[src/rtl/secret_string_masker_top_assert.svh]
// ---------------------------------------------------------------------------
// Secret string masker assertion macros
// Property forms used by the masker window RTL.
// ---------------------------------------------------------------------------
`ifndef SECRET_STRING_MASKER_TOP_ASSERT_SVH
`define SECRET_STRING_MASKER_TOP_ASSERT_SVH

// Same-cycle implication, sampled on i_clk, off during reset.
`define SSM_ASSERT_NOW(label, cond, conseq) \
    label: assert property (@(posedge i_clk) disable iff (!i_rst_n) (cond) |-> (conseq)) \
        else $error("ssm assertion failed");

// Next-cycle implication, sampled on i_clk, off during reset.
`define SSM_ASSERT_NEXT(label, cond, conseq) \
    label: assert property (@(posedge i_clk) disable iff (!i_rst_n) (cond) |=> (conseq)) \
        else $error("ssm assertion failed");

`endif

[src/rtl/ssm_pkg.sv]
// ---------------------------------------------------------------------------
// Secret string masker package
// Shared constants and control/status types for the masker.
// ---------------------------------------------------------------------------
package ssm_pkg;

    localparam int BYTE_W     = 8;
    localparam int CFG_DATA_W = 64;
    localparam int CFG_IDX_W  = 3;
    localparam int FILL_W     = 6;
    localparam int PAT_REGS   = 4;
    localparam int PAT_CHARS  = 32;
    localparam int PAT_IDX_W  = 5;

    localparam logic [CFG_IDX_W-1:0] CFG_PAT_LO  = 3'd0;
    localparam logic [CFG_IDX_W-1:0] CFG_PAT_MID = 3'd1;
    localparam logic [CFG_IDX_W-1:0] CFG_PAT_HI  = 3'd2;
    localparam logic [CFG_IDX_W-1:0] CFG_PAT_TOP = 3'd3;
    localparam logic [CFG_IDX_W-1:0] CFG_LEN     = 3'd4;

    localparam logic [BYTE_W-1:0] MASK_CHAR = 8'd42;
    localparam logic [FILL_W-1:0] SINCE_MAX = 6'd63;

    typedef struct packed {
        logic push;
        logic pop;
        logic fin;
    } t_win_ctrl;

    typedef struct packed {
        logic [FILL_W-1:0] pend;
        logic [BYTE_W-1:0] old_byte;
        logic              old_mask;
        logic              old_last;
    } t_win_stat;

endpackage

[src/rtl/ssm_window.sv]
// ---------------------------------------------------------------------------
// Secret string masker window
// Delay line with newest byte at index 0, match compare against the
// aligned pattern, mask flags and emission bookkeeping.
// ---------------------------------------------------------------------------
`include "secret_string_masker_top_assert.svh"

module ssm_window #(
    parameter int MAX_PATTERN = 32
) (
    input  logic                                     i_clk,
    input  logic                                     i_rst_n,
    input  ssm_pkg::t_win_ctrl                       i_ctrl,
    input  logic [ssm_pkg::BYTE_W-1:0]               i_byte,
    input  logic [ssm_pkg::FILL_W-1:0]               i_len,
    input  logic [MAX_PATTERN-1:0][ssm_pkg::BYTE_W-1:0] i_pat_al,
    output ssm_pkg::t_win_stat                       o_stat
);
    import ssm_pkg::*;

    localparam int IDX_W = (MAX_PATTERN > 1) ? $clog2(MAX_PATTERN) : 1;

    logic [MAX_PATTERN-1:0][BYTE_W-1:0] r_buf, n_buf;
    logic [MAX_PATTERN-1:0]             r_flag, n_flag;
    logic [FILL_W-1:0]                  r_fill, n_fill;
    logic [FILL_W-1:0]                  r_since, n_since;
    logic [FILL_W-1:0]                  r_keep, n_keep;
    logic                               r_fin, n_fin;

    logic [FILL_W-1:0]  since_inc;
    logic [FILL_W-1:0]  old_pos;
    logic [MAX_PATTERN-1:0] eq;
    logic               hit;

    always_comb begin
        n_buf  = r_buf;
        n_flag = r_flag;
        if (i_ctrl.push) begin
            n_buf[0]  = i_byte;
            n_flag[0] = 1'b0;
            for (int j = 1; j < MAX_PATTERN; j++) begin
                n_buf[j]  = r_buf[j-1];
                n_flag[j] = r_flag[j-1];
            end
        end

        n_fill = r_fill - FILL_W'(i_ctrl.pop) + FILL_W'(i_ctrl.push);
        since_inc = (r_since == SINCE_MAX) ? SINCE_MAX : r_since + FILL_W'(1);

        for (int j = 0; j < MAX_PATTERN; j++) begin
            eq[j] = (FILL_W'(j) >= i_len) || (n_buf[j] == i_pat_al[j]);
        end
        hit = i_ctrl.push && (i_len != '0) && (n_fill >= i_len) && (since_inc >= i_len)
              && (&eq);

        if (hit) begin
            for (int j = 0; j < MAX_PATTERN; j++) begin
                if (FILL_W'(j) < i_len) begin
                    n_flag[j] = 1'b1;
                end
            end
        end

        n_since = r_since;
        n_keep  = r_keep;
        n_fin   = r_fin;
        if (i_ctrl.push) begin
            n_fin = i_ctrl.fin;
            if (i_ctrl.fin || hit) begin
                n_since = '0;
            end else begin
                n_since = since_inc;
            end
            if (i_ctrl.fin || (i_len == '0)) begin
                n_keep = '0;
            end else if (n_fill < i_len) begin
                n_keep = n_fill;
            end else begin
                n_keep = i_len - FILL_W'(1);
            end
        end
    end

    always_ff @(posedge i_clk) begin
        r_buf <= n_buf;
        if (!i_rst_n) begin
            r_flag  <= '0;
            r_fill  <= '0;
            r_since <= '0;
            r_keep  <= '0;
            r_fin   <= 1'b0;
        end else begin
            r_flag  <= n_flag;
            r_fill  <= n_fill;
            r_since <= n_since;
            r_keep  <= n_keep;
            r_fin   <= n_fin;
        end
    end

    always_comb begin
        old_pos         = r_fill - FILL_W'(1);
        o_stat.pend     = r_fill - r_keep;
        o_stat.old_byte = r_buf[old_pos[IDX_W-1:0]];
        o_stat.old_mask = r_flag[old_pos[IDX_W-1:0]];
        o_stat.old_last = r_fin && (r_fill == FILL_W'(1));
    end

    `SSM_ASSERT_NOW(a_fill_bound, 1'b1, r_fill <= FILL_W'(MAX_PATTERN))
    `SSM_ASSERT_NOW(a_pop_has_data, i_ctrl.pop, r_fill > r_keep)
    `SSM_ASSERT_NOW(a_keep_le_fill, 1'b1, r_keep <= r_fill)
    `SSM_ASSERT_NEXT(a_fin_drains_all, i_ctrl.push && i_ctrl.fin, r_keep == '0)

endmodule

[src/rtl/secret_string_masker_top.sv]
// ---------------------------------------------------------------------------
// Secret string masker top level
// Replaces each greedy, non-overlapping occurrence of the configured pattern
// in a byte stream with asterisks. Output trails input by up to the pattern
// length minus one bytes: a byte leaves once no later window can contain it.
// In steady state one byte is accepted and one emitted per cycle; the pattern
// compare is a single parallel window compare. The final byte of a buffer
// drains the delay line at one byte per cycle through the output register,
// so input holds off after a final byte until the delay line has drained.
// The first byte after pattern_length is lowered mid-buffer drains the
// excess held bytes the same way, holding input off until they are gone.
// Output stalls hold input off as well. Input also holds off in the cycle
// after each configuration write while the aligned pattern register reloads.
// ---------------------------------------------------------------------------
module secret_string_masker_top #(
    parameter int MAX_PATTERN = 32
) (
    input  logic                              i_clk,
    input  logic                              i_rst_n,
    input  logic                              i_in_valid,
    output logic                              o_in_ready,
    input  logic [ssm_pkg::BYTE_W-1:0]        i_data_byte,
    input  logic                              i_is_final,
    output logic                              o_out_valid,
    input  logic                              i_out_ready,
    output logic [ssm_pkg::BYTE_W-1:0]        o_out_byte,
    output logic                              o_out_last,
    input  logic                              i_cfg_valid,
    output logic                              o_cfg_ready,
    input  logic [ssm_pkg::CFG_IDX_W-1:0]     i_cfg_index,
    input  logic [ssm_pkg::CFG_DATA_W-1:0]    i_cfg_data
);
    import ssm_pkg::*;

    logic [PAT_REGS-1:0][CFG_DATA_W-1:0] r_pat;
    logic [FILL_W-1:0]                   r_len;
    logic                                r_cfg_busy;
    logic [FILL_W-1:0]                   r_len_eff, n_len_eff;
    logic [MAX_PATTERN-1:0][BYTE_W-1:0]  r_pat_al, n_pat_al;
    logic                                r_out_valid;
    logic [BYTE_W-1:0]                   r_out_byte;
    logic                                r_out_last;

    logic [PAT_CHARS-1:0][BYTE_W-1:0]    pat_chars;
    logic [FILL_W-1:0]                   pos;
    logic                                cfg_wr;
    logic                                out_load;
    t_win_ctrl                           ctrl;
    t_win_stat                           stat;

    assign o_cfg_ready = 1'b1;
    assign cfg_wr      = i_cfg_valid && o_cfg_ready;

    always_ff @(posedge i_clk) begin
        if (!i_rst_n) begin
            r_pat      <= '0;
            r_len      <= '0;
            r_cfg_busy <= 1'b0;
        end else begin
            r_cfg_busy <= cfg_wr;
            if (cfg_wr) begin
                unique case (i_cfg_index)
                    CFG_PAT_LO:  r_pat[0] <= i_cfg_data;
                    CFG_PAT_MID: r_pat[1] <= i_cfg_data;
                    CFG_PAT_HI:  r_pat[2] <= i_cfg_data;
                    CFG_PAT_TOP: r_pat[3] <= i_cfg_data;
                    CFG_LEN:     r_len    <= i_cfg_data[FILL_W-1:0];
                    default:     r_len    <= r_len;
                endcase
            end
        end
    end

    // align the pattern so that its last character sits at the newest byte
    always_comb begin
        pat_chars = r_pat;
        n_len_eff = (r_len > FILL_W'(MAX_PATTERN)) ? FILL_W'(MAX_PATTERN) : r_len;
        for (int j = 0; j < MAX_PATTERN; j++) begin
            pos         = n_len_eff - FILL_W'(1) - FILL_W'(j);
            n_pat_al[j] = pat_chars[pos[PAT_IDX_W-1:0]];
        end
    end

    always_ff @(posedge i_clk) begin
        r_pat_al <= n_pat_al;
        if (!i_rst_n) begin
            r_len_eff <= '0;
        end else begin
            r_len_eff <= n_len_eff;
        end
    end

    assign out_load   = !r_out_valid || i_out_ready;
    assign ctrl.pop   = out_load && (stat.pend != '0);
    assign o_in_ready = !r_cfg_busy
                        && ((stat.pend == '0) || ((stat.pend == FILL_W'(1)) && ctrl.pop));
    assign ctrl.push  = i_in_valid && o_in_ready;
    assign ctrl.fin   = i_is_final;

    ssm_window #(
        .MAX_PATTERN (MAX_PATTERN)
    ) u_window (
        .i_clk    (i_clk),
        .i_rst_n  (i_rst_n),
        .i_ctrl   (ctrl),
        .i_byte   (i_data_byte),
        .i_len    (r_len_eff),
        .i_pat_al (r_pat_al),
        .o_stat   (stat)
    );

    always_ff @(posedge i_clk) begin
        if (ctrl.pop) begin
            r_out_byte <= stat.old_mask ? MASK_CHAR : stat.old_byte;
            r_out_last <= stat.old_last;
        end
        if (!i_rst_n) begin
            r_out_valid <= 1'b0;
        end else if (out_load) begin
            r_out_valid <= ctrl.pop;
        end
    end

    assign o_out_valid = r_out_valid;
    assign o_out_byte  = r_out_byte;
    assign o_out_last  = r_out_last;

endmodule

[config.mk]
export PLATFORM = sky130hd
export DESIGN_NAME = secret_string_masker_top
export DESIGN_NICKNAME = d
export VERILOG_FILES = /design/src/rtl/ssm_pkg.sv /design/src/rtl/ssm_window.sv /design/src/rtl/secret_string_masker_top.sv
export VERILOG_INCLUDE_DIRS = /design/src /design/src/rtl
export SDC_FILE = /design/constraint.sdc
export NUM_CORES = 2
export LEC_CHECK = 0
export BUFFER_PORTS_ARGS = -buffer_cell sky130_fd_sc_hd__buf_2
export CORE_ASPECT_RATIO = 0.7
export CORE_MARGIN = 5
export CORE_UTILIZATION = 55
export DETAILED_ROUTE_END_ITERATION = 8
export GPL_ROUTABILITY_DRIVEN = 0
export PLACE_DENSITY = 0.75
export SYNTH_ARGS = -nofsm -noshare
export SYNTH_HDL_FRONTEND = slang
export SYNTH_HIERARCHICAL = 1
export SYNTH_SLANG_ARGS = --single-unit
[constraint.sdc]
create_clock -name i_clk -period 7.9 [get_ports i_clk]
set_clock_uncertainty 0.2 [all_clocks]
set_input_delay 0.79 -clock i_clk [delete_from_list [all_inputs] [get_ports i_clk]]
set_output_delay 0.79 -clock i_clk [all_outputs]
set_load 0.02 [all_outputs]
After elaboration in Yosys (flattened, before gate mapping)
Cells that the tools add are included.
- magnitude comparators: 101
- mux-type cells: 108
- equality and inequality tests: 39
- add/sub/neg operators: 38
- reductions and logical operators: 58
- operators by type and width (operator ; number):
    binary-select mux 8 bit (select 5 bit) ; 33
    2-to-1 mux 8 bit ; 33
    equality test 8 bit ; 32
    2-to-1 mux 256 bit ; 1
    < comparator 5 x 6 -> 1 bit, second input constant ; 33
    greater-or-equal comparator 5 x 6 -> 1 bit, first input constant ; 16
    < comparator 5 x 6 -> 1 bit, first input constant ; 16
    subtractor 5 bit, second input constant ; 16
    2-to-1 mux 32 bit ; 2
    greater-or-equal comparator 4 x 6 -> 1 bit, first input constant ; 8
    < comparator 4 x 6 -> 1 bit, first input constant ; 8
    subtractor 5 x 4 -> 5 bit, second input constant ; 8
    logical OR 1 bit ; 36
    2-to-1 mux 1 bit ; 33
    AND reduction 32 bit ; 1
    2-to-1 mux 6 bit ; 5
    greater-or-equal comparator 3 x 6 -> 1 bit, first input constant ; 4
    < comparator 3 x 6 -> 1 bit, first input constant ; 4
    subtractor 5 x 3 -> 5 bit, second input constant ; 4
    subtractor 5 x 1 -> 5 bit, second input constant ; 3
    equality test 6 x 1 -> 1 bit, second input constant ; 2
    greater-or-equal comparator 1 x 6 -> 1 bit, first input constant ; 2
    greater-or-equal comparator 2 x 6 -> 1 bit, first input constant ; 2
    greater-or-equal comparator 6 bit ; 2
    21 further kinds ; 40
- register bits after elaboration: 842
- output and inout port bits: 12

Depth between registers and ports, before layout
- depth after elaboration: 14
- mapped depth: 33
- mapped depth without buffers: 29

Cells and area by module
The synthesis kept the hierarchy.
- modules (own cells, without submodules) (module ; cells each ; instances ; area an instance (µm²) ; sequential area each (µm²)):
    secret_string_masker_top ; 2891 ; 1 ; 30728.2 ; 10800.4
    ssm_window ; 1470 ; 1 ; 17217.8 ; 6145.9

Worst setup path after synthesis
OpenSTA, ideal clock, no wires.
- kind: register -> register
- start: register u_window.r_fill[0]
- end: register u_window.r_flag[11]
- slack: 1.535 ns
- arrival time: 6.077 ns
- stages on the path, launching flop included: 30
- clock period less this slack: 6.365 ns
- cells stage by stage: dfxtp_1 clkbuf_1 buf_1 inv_1 ha_1 fa_1 inv_1 a21o_1 a21oi_1 xnor2_1 nor2_1 nand2_1 a211oi_1 and2_1 ha_1 inv_1 fa_1 o21bai_1 a21oi_1 xnor2_1 ha_1 a21oi_1 nor2b_1 o311ai_0 nor4_1 nand2_1 or3_1 buf_6 buf_6 o32ai_2
- RTL lines (element ; line ; text):
    from (decl) ; ssm_window.sv:25 ; logic [FILL_W-1:0] r_fill, n_fill;
    from (signal assigned) ; ssm_window.sv:94 ; r_fill <= n_fill;
    to (signal assigned) ; ssm_window.sv:93 ; r_flag <= n_flag;
    to (decl) ; ssm_window.sv:24 ; logic [MAX_PATTERN-1:0] r_flag, n_flag;

==> metrics.cfg <==
[global_route]
antenna_found_initial = 12
overflow = 0
track_usage = 0.352
grt_pass1_wl_mm = 242
grt_pass1_vias = 34800
grt_start_max_net_pins = 261

[yosys]
synth_area_sq_um = 47900
yosys.area.top_type = dfxtp_1
yosysUniqueCellTypes = 74
synth_top_area_frac = 0.348
ys_seq_elements = 842
syn_avg_cell_area_sq_um = 11.0
dominantRegCellSynth = dfxtp_1
synth-edff-count = 9
yosysSeqAreaShare = 0.353
synth_area_leaders = dfxtp_1 35%, mux4_2 16%, mux2_2 10%
synthCells = 4361
synth_async_sr_flop_share = 0
yosysWarnings = 6
syn_nets = 4481

[cts]
cts_buffer_depth = 3
cts_sinks = 842
postCtsHoldBufs = 0
cts_root_buffer = clkbuf_16
cts_buffers = 81
htreeDepth = 3
postCtsSetupRepairBufs = 0
cts_tree = done
worstSkewPairLatency_ps = 690
clk_pin_slew_ps = 70
cts_resized = 0

[worst_setup_path]
critPathLaunch = u_window/r_keep[1]
worst-endpoint-required_ps = 8250
critical_path_class = flip-flop to flip-flop
r2r_start = u_window/r_keep[1]
endpoint_kind = flip-flop
reg2regPathDepth = 21
ff2ff_setup_slack_ps = 910
slowest_delay_ps = 690
arrival_ps = 7330
crit_top_cell = a21oi_1
startpoint_type = flip-flop
cpMaxStageDelayCell = and2_4
cp_cell_sequence = inv_1 -> ha_1 -> nor2b_1 -> o21ai_0 -> nand2b_1 -> a21o_1 -> a21oi_1 -> xnor2_1 -> nor2_1 -> nand2_1 -> a211oi_1 -> and2_4 -> buf_4 -> mux2_2 -> xor2_1 -> nor4_1 -> a21oi_1 -> a2111o_1 -> nor4_4 -> nand2_2 -> o41ai_1
crit_fanout = 40
r2r-end = u_window/r_flag[23]

[route]
wl_per_cell_um = 30.8
drc = 0
drt_iter0_drc = 6866
drt-pass1-iter-count = 9
drt_wl_total_mm = 170
drtAntennaViolNets = 0
via_count = 37700
viasPerCell = 6.85

[die]
die-area_sq_um = 93300
ioPinCount = 93
core_sq_um = 86400
fp.dieW_um = 363
initial_utilization = 0.555
die_h_um = 257
row_count = 90

[timing]
fmax_mhz = 143
drv_slew = 0
fin_crit_ps = 6990
finalWorstSetupSlack_ps = 913
tns_ps = 0
hold_viol = 0
rsz0062_at_grt = false
slew_headroom = 0.120
setup_viol = 0
tightest_slew_ps = 1320
fin_crit_sh = 0.884

[power]
leakage_nw = 21.7
irDropWorstVdd_mv = 0.210
switching_share = 0.329
finalPower_mw = 12.3
internal_power_mw = 8.28
switchingPower_mw = 4.06
power_density_nw_per_um2 = 237
seq_power_share = 0.386
p_clk_frac = 0.344
p_comb_frac = 0.270

[run]
max_cap_viol_count = 0

[worst_hold_path]
min_to = u_window/r_fin
hold_class = input pin to flip-flop
holdCritStartpoint = i_is_final
holdPathStages = 3

[final_layout]
fin_area_sq_um = 52000
fin_nets = 4409
syn_to_final_growth_pct = 8.48
layout-drive-gt1-share = 0.278

[placement]
dp_slack_ps = 1140
portBuffers = 91
dpl-instance-area_sq_um = 49100
dp_hpwl_mm = 127

[outcome]
outcome = finished, final reports clean

[layout by cell type, fill, tap and decap left out, types with 67 or more instances in the layout]
cell type / instances
dfxtp_1: 832
nand2_1: 697
mux2_2: 442
mux2i_1: 414
mux4_2: 338
a21boi_0: 271
xor2_1: 248
a21oi_1: 109
buf_2: 90
clkbuf_16: 81
nor4_1: 68
nor2_1: 67
[critical path, delay by kind of cell, from the launching register on]
family                   cells  cell delay (ps)
AND/OR/NAND/NOR              8             2890
AO/OA/AOI/OAI                7             2020
flip-flops                   1              370
XOR/XNOR                     2              260
buffers and inverters        2              410
multiplexers                 1              380
adder cells (fa/ha/maj)      1              260
[cells by family (layout without fill, tap and decap cells)]
family,after synthesis,in the layout,share of synthesized area
multiplexers,1227,1227,0.359
AND/OR/NAND/NOR,980,980,0.0879
AO/OA/AOI/OAI,610,610,0.0956
adder cells (fa/ha/maj),40,40,0.0107
flip-flops,842,842,0.353
XOR/XNOR,298,298,0.0577
other,1,4,0.0000782
buffers and inverters,363,358,0.0358
[final cells by class]
type / instances / area, sq um
Sequential cell: 842 / 17000
Fill cell: 6887 / 34400
Clock buffer: 108 / 2290
Antenna cell: 3 / 7.51
Multi-Input combinational cell: 3156 / 29500
Tap cell: 1150 / 1440
Inverter: 51 / 196
Timing Repair Buffer: 157 / 1030
Clock inverter: 42 / 577
[sequential cells by signal (all words and copies together) (netlist names)]
| signal | cells |
|---|---|
| o_out_last | 1 |
| u_window/r_buf | 256 |
| u_window/r_keep | 6 |
| u_window/r_fin | 1 |
| u_window/r_flag | 32 |
| r_len_eff | 6 |
| r_cfg_busy | 1 |
| u_window/r_since | 6 |
| r_pat_al | 256 |
| pat_chars | 256 |
| u_window/r_fill | 6 |
| o_out_valid | 1 |
| o_out_byte | 8 |
| r_len | 6 |
[power by group through the flow]
stage | Clock, mW | Combinational [mW] | Sequential (mW)
final | 4.24 | 3.33 | 4.76
after global routing | 4.44 | 3.47 | 4.77
after CTS | 4.26 | 3.23 | 4.74
after detailed placement | 0 | 3.21 | 4.83
after global placement | 0 | 3.15 | 4.83
after floorplan | 0 | 2.27 | 4.75
[per-layer routing]
layer  part of all wire  GRT usage  vias up
met3               0.14      0.125      524
met4              0.059      0.162        8
met1               0.39      0.493    18600
met2               0.40      0.487     2777
met5             0.0014     0.0139        -
li1                   -          -    15800
[cell usage after synthesis, types with 34 or more instances]
library cell and instances:
clkbuf_1 165, nor2_1 73, mux2i_1 418, buf_2 69, buf_1 35, a22o_1 49
ha_1 37, xnor2_1 38, nand2_1 699, a21boi_0 271, mux2_2 442, a21oi_1 109
inv_1 50, nor4_1 68, mux4_2 338, dfxtp_1 833, or2_2 34, xor2_1 248
[worst max path at each step]
stage | end | slack, ps | cells after the start
2_1_floorplan | u_window/r_flag[11] | 1530 | 29
3_3_place_gp | u_window/r_flag[27] | 1380 | 21
3_5_place_dp | u_window/r_flag[13] | 1140 | 21
4_1_cts | u_window/r_flag[20] | 1080 | 21
5_1_grt | u_window/r_flag[13] | 670 | 21
6_report | u_window/r_flag[23] | 910 | 21
[through the flow]
stage,std cells,util,hold WS (ps)
final,5509,0.602,183
after global routing,5506,0.602,172
after CTS,5506,0.602,156
after global placement,5356,0.569,255
after floorplan,4361,-,233
after detailed placement,5356,0.569,270
Note: power is estimated with default switching activity, not from simulation.
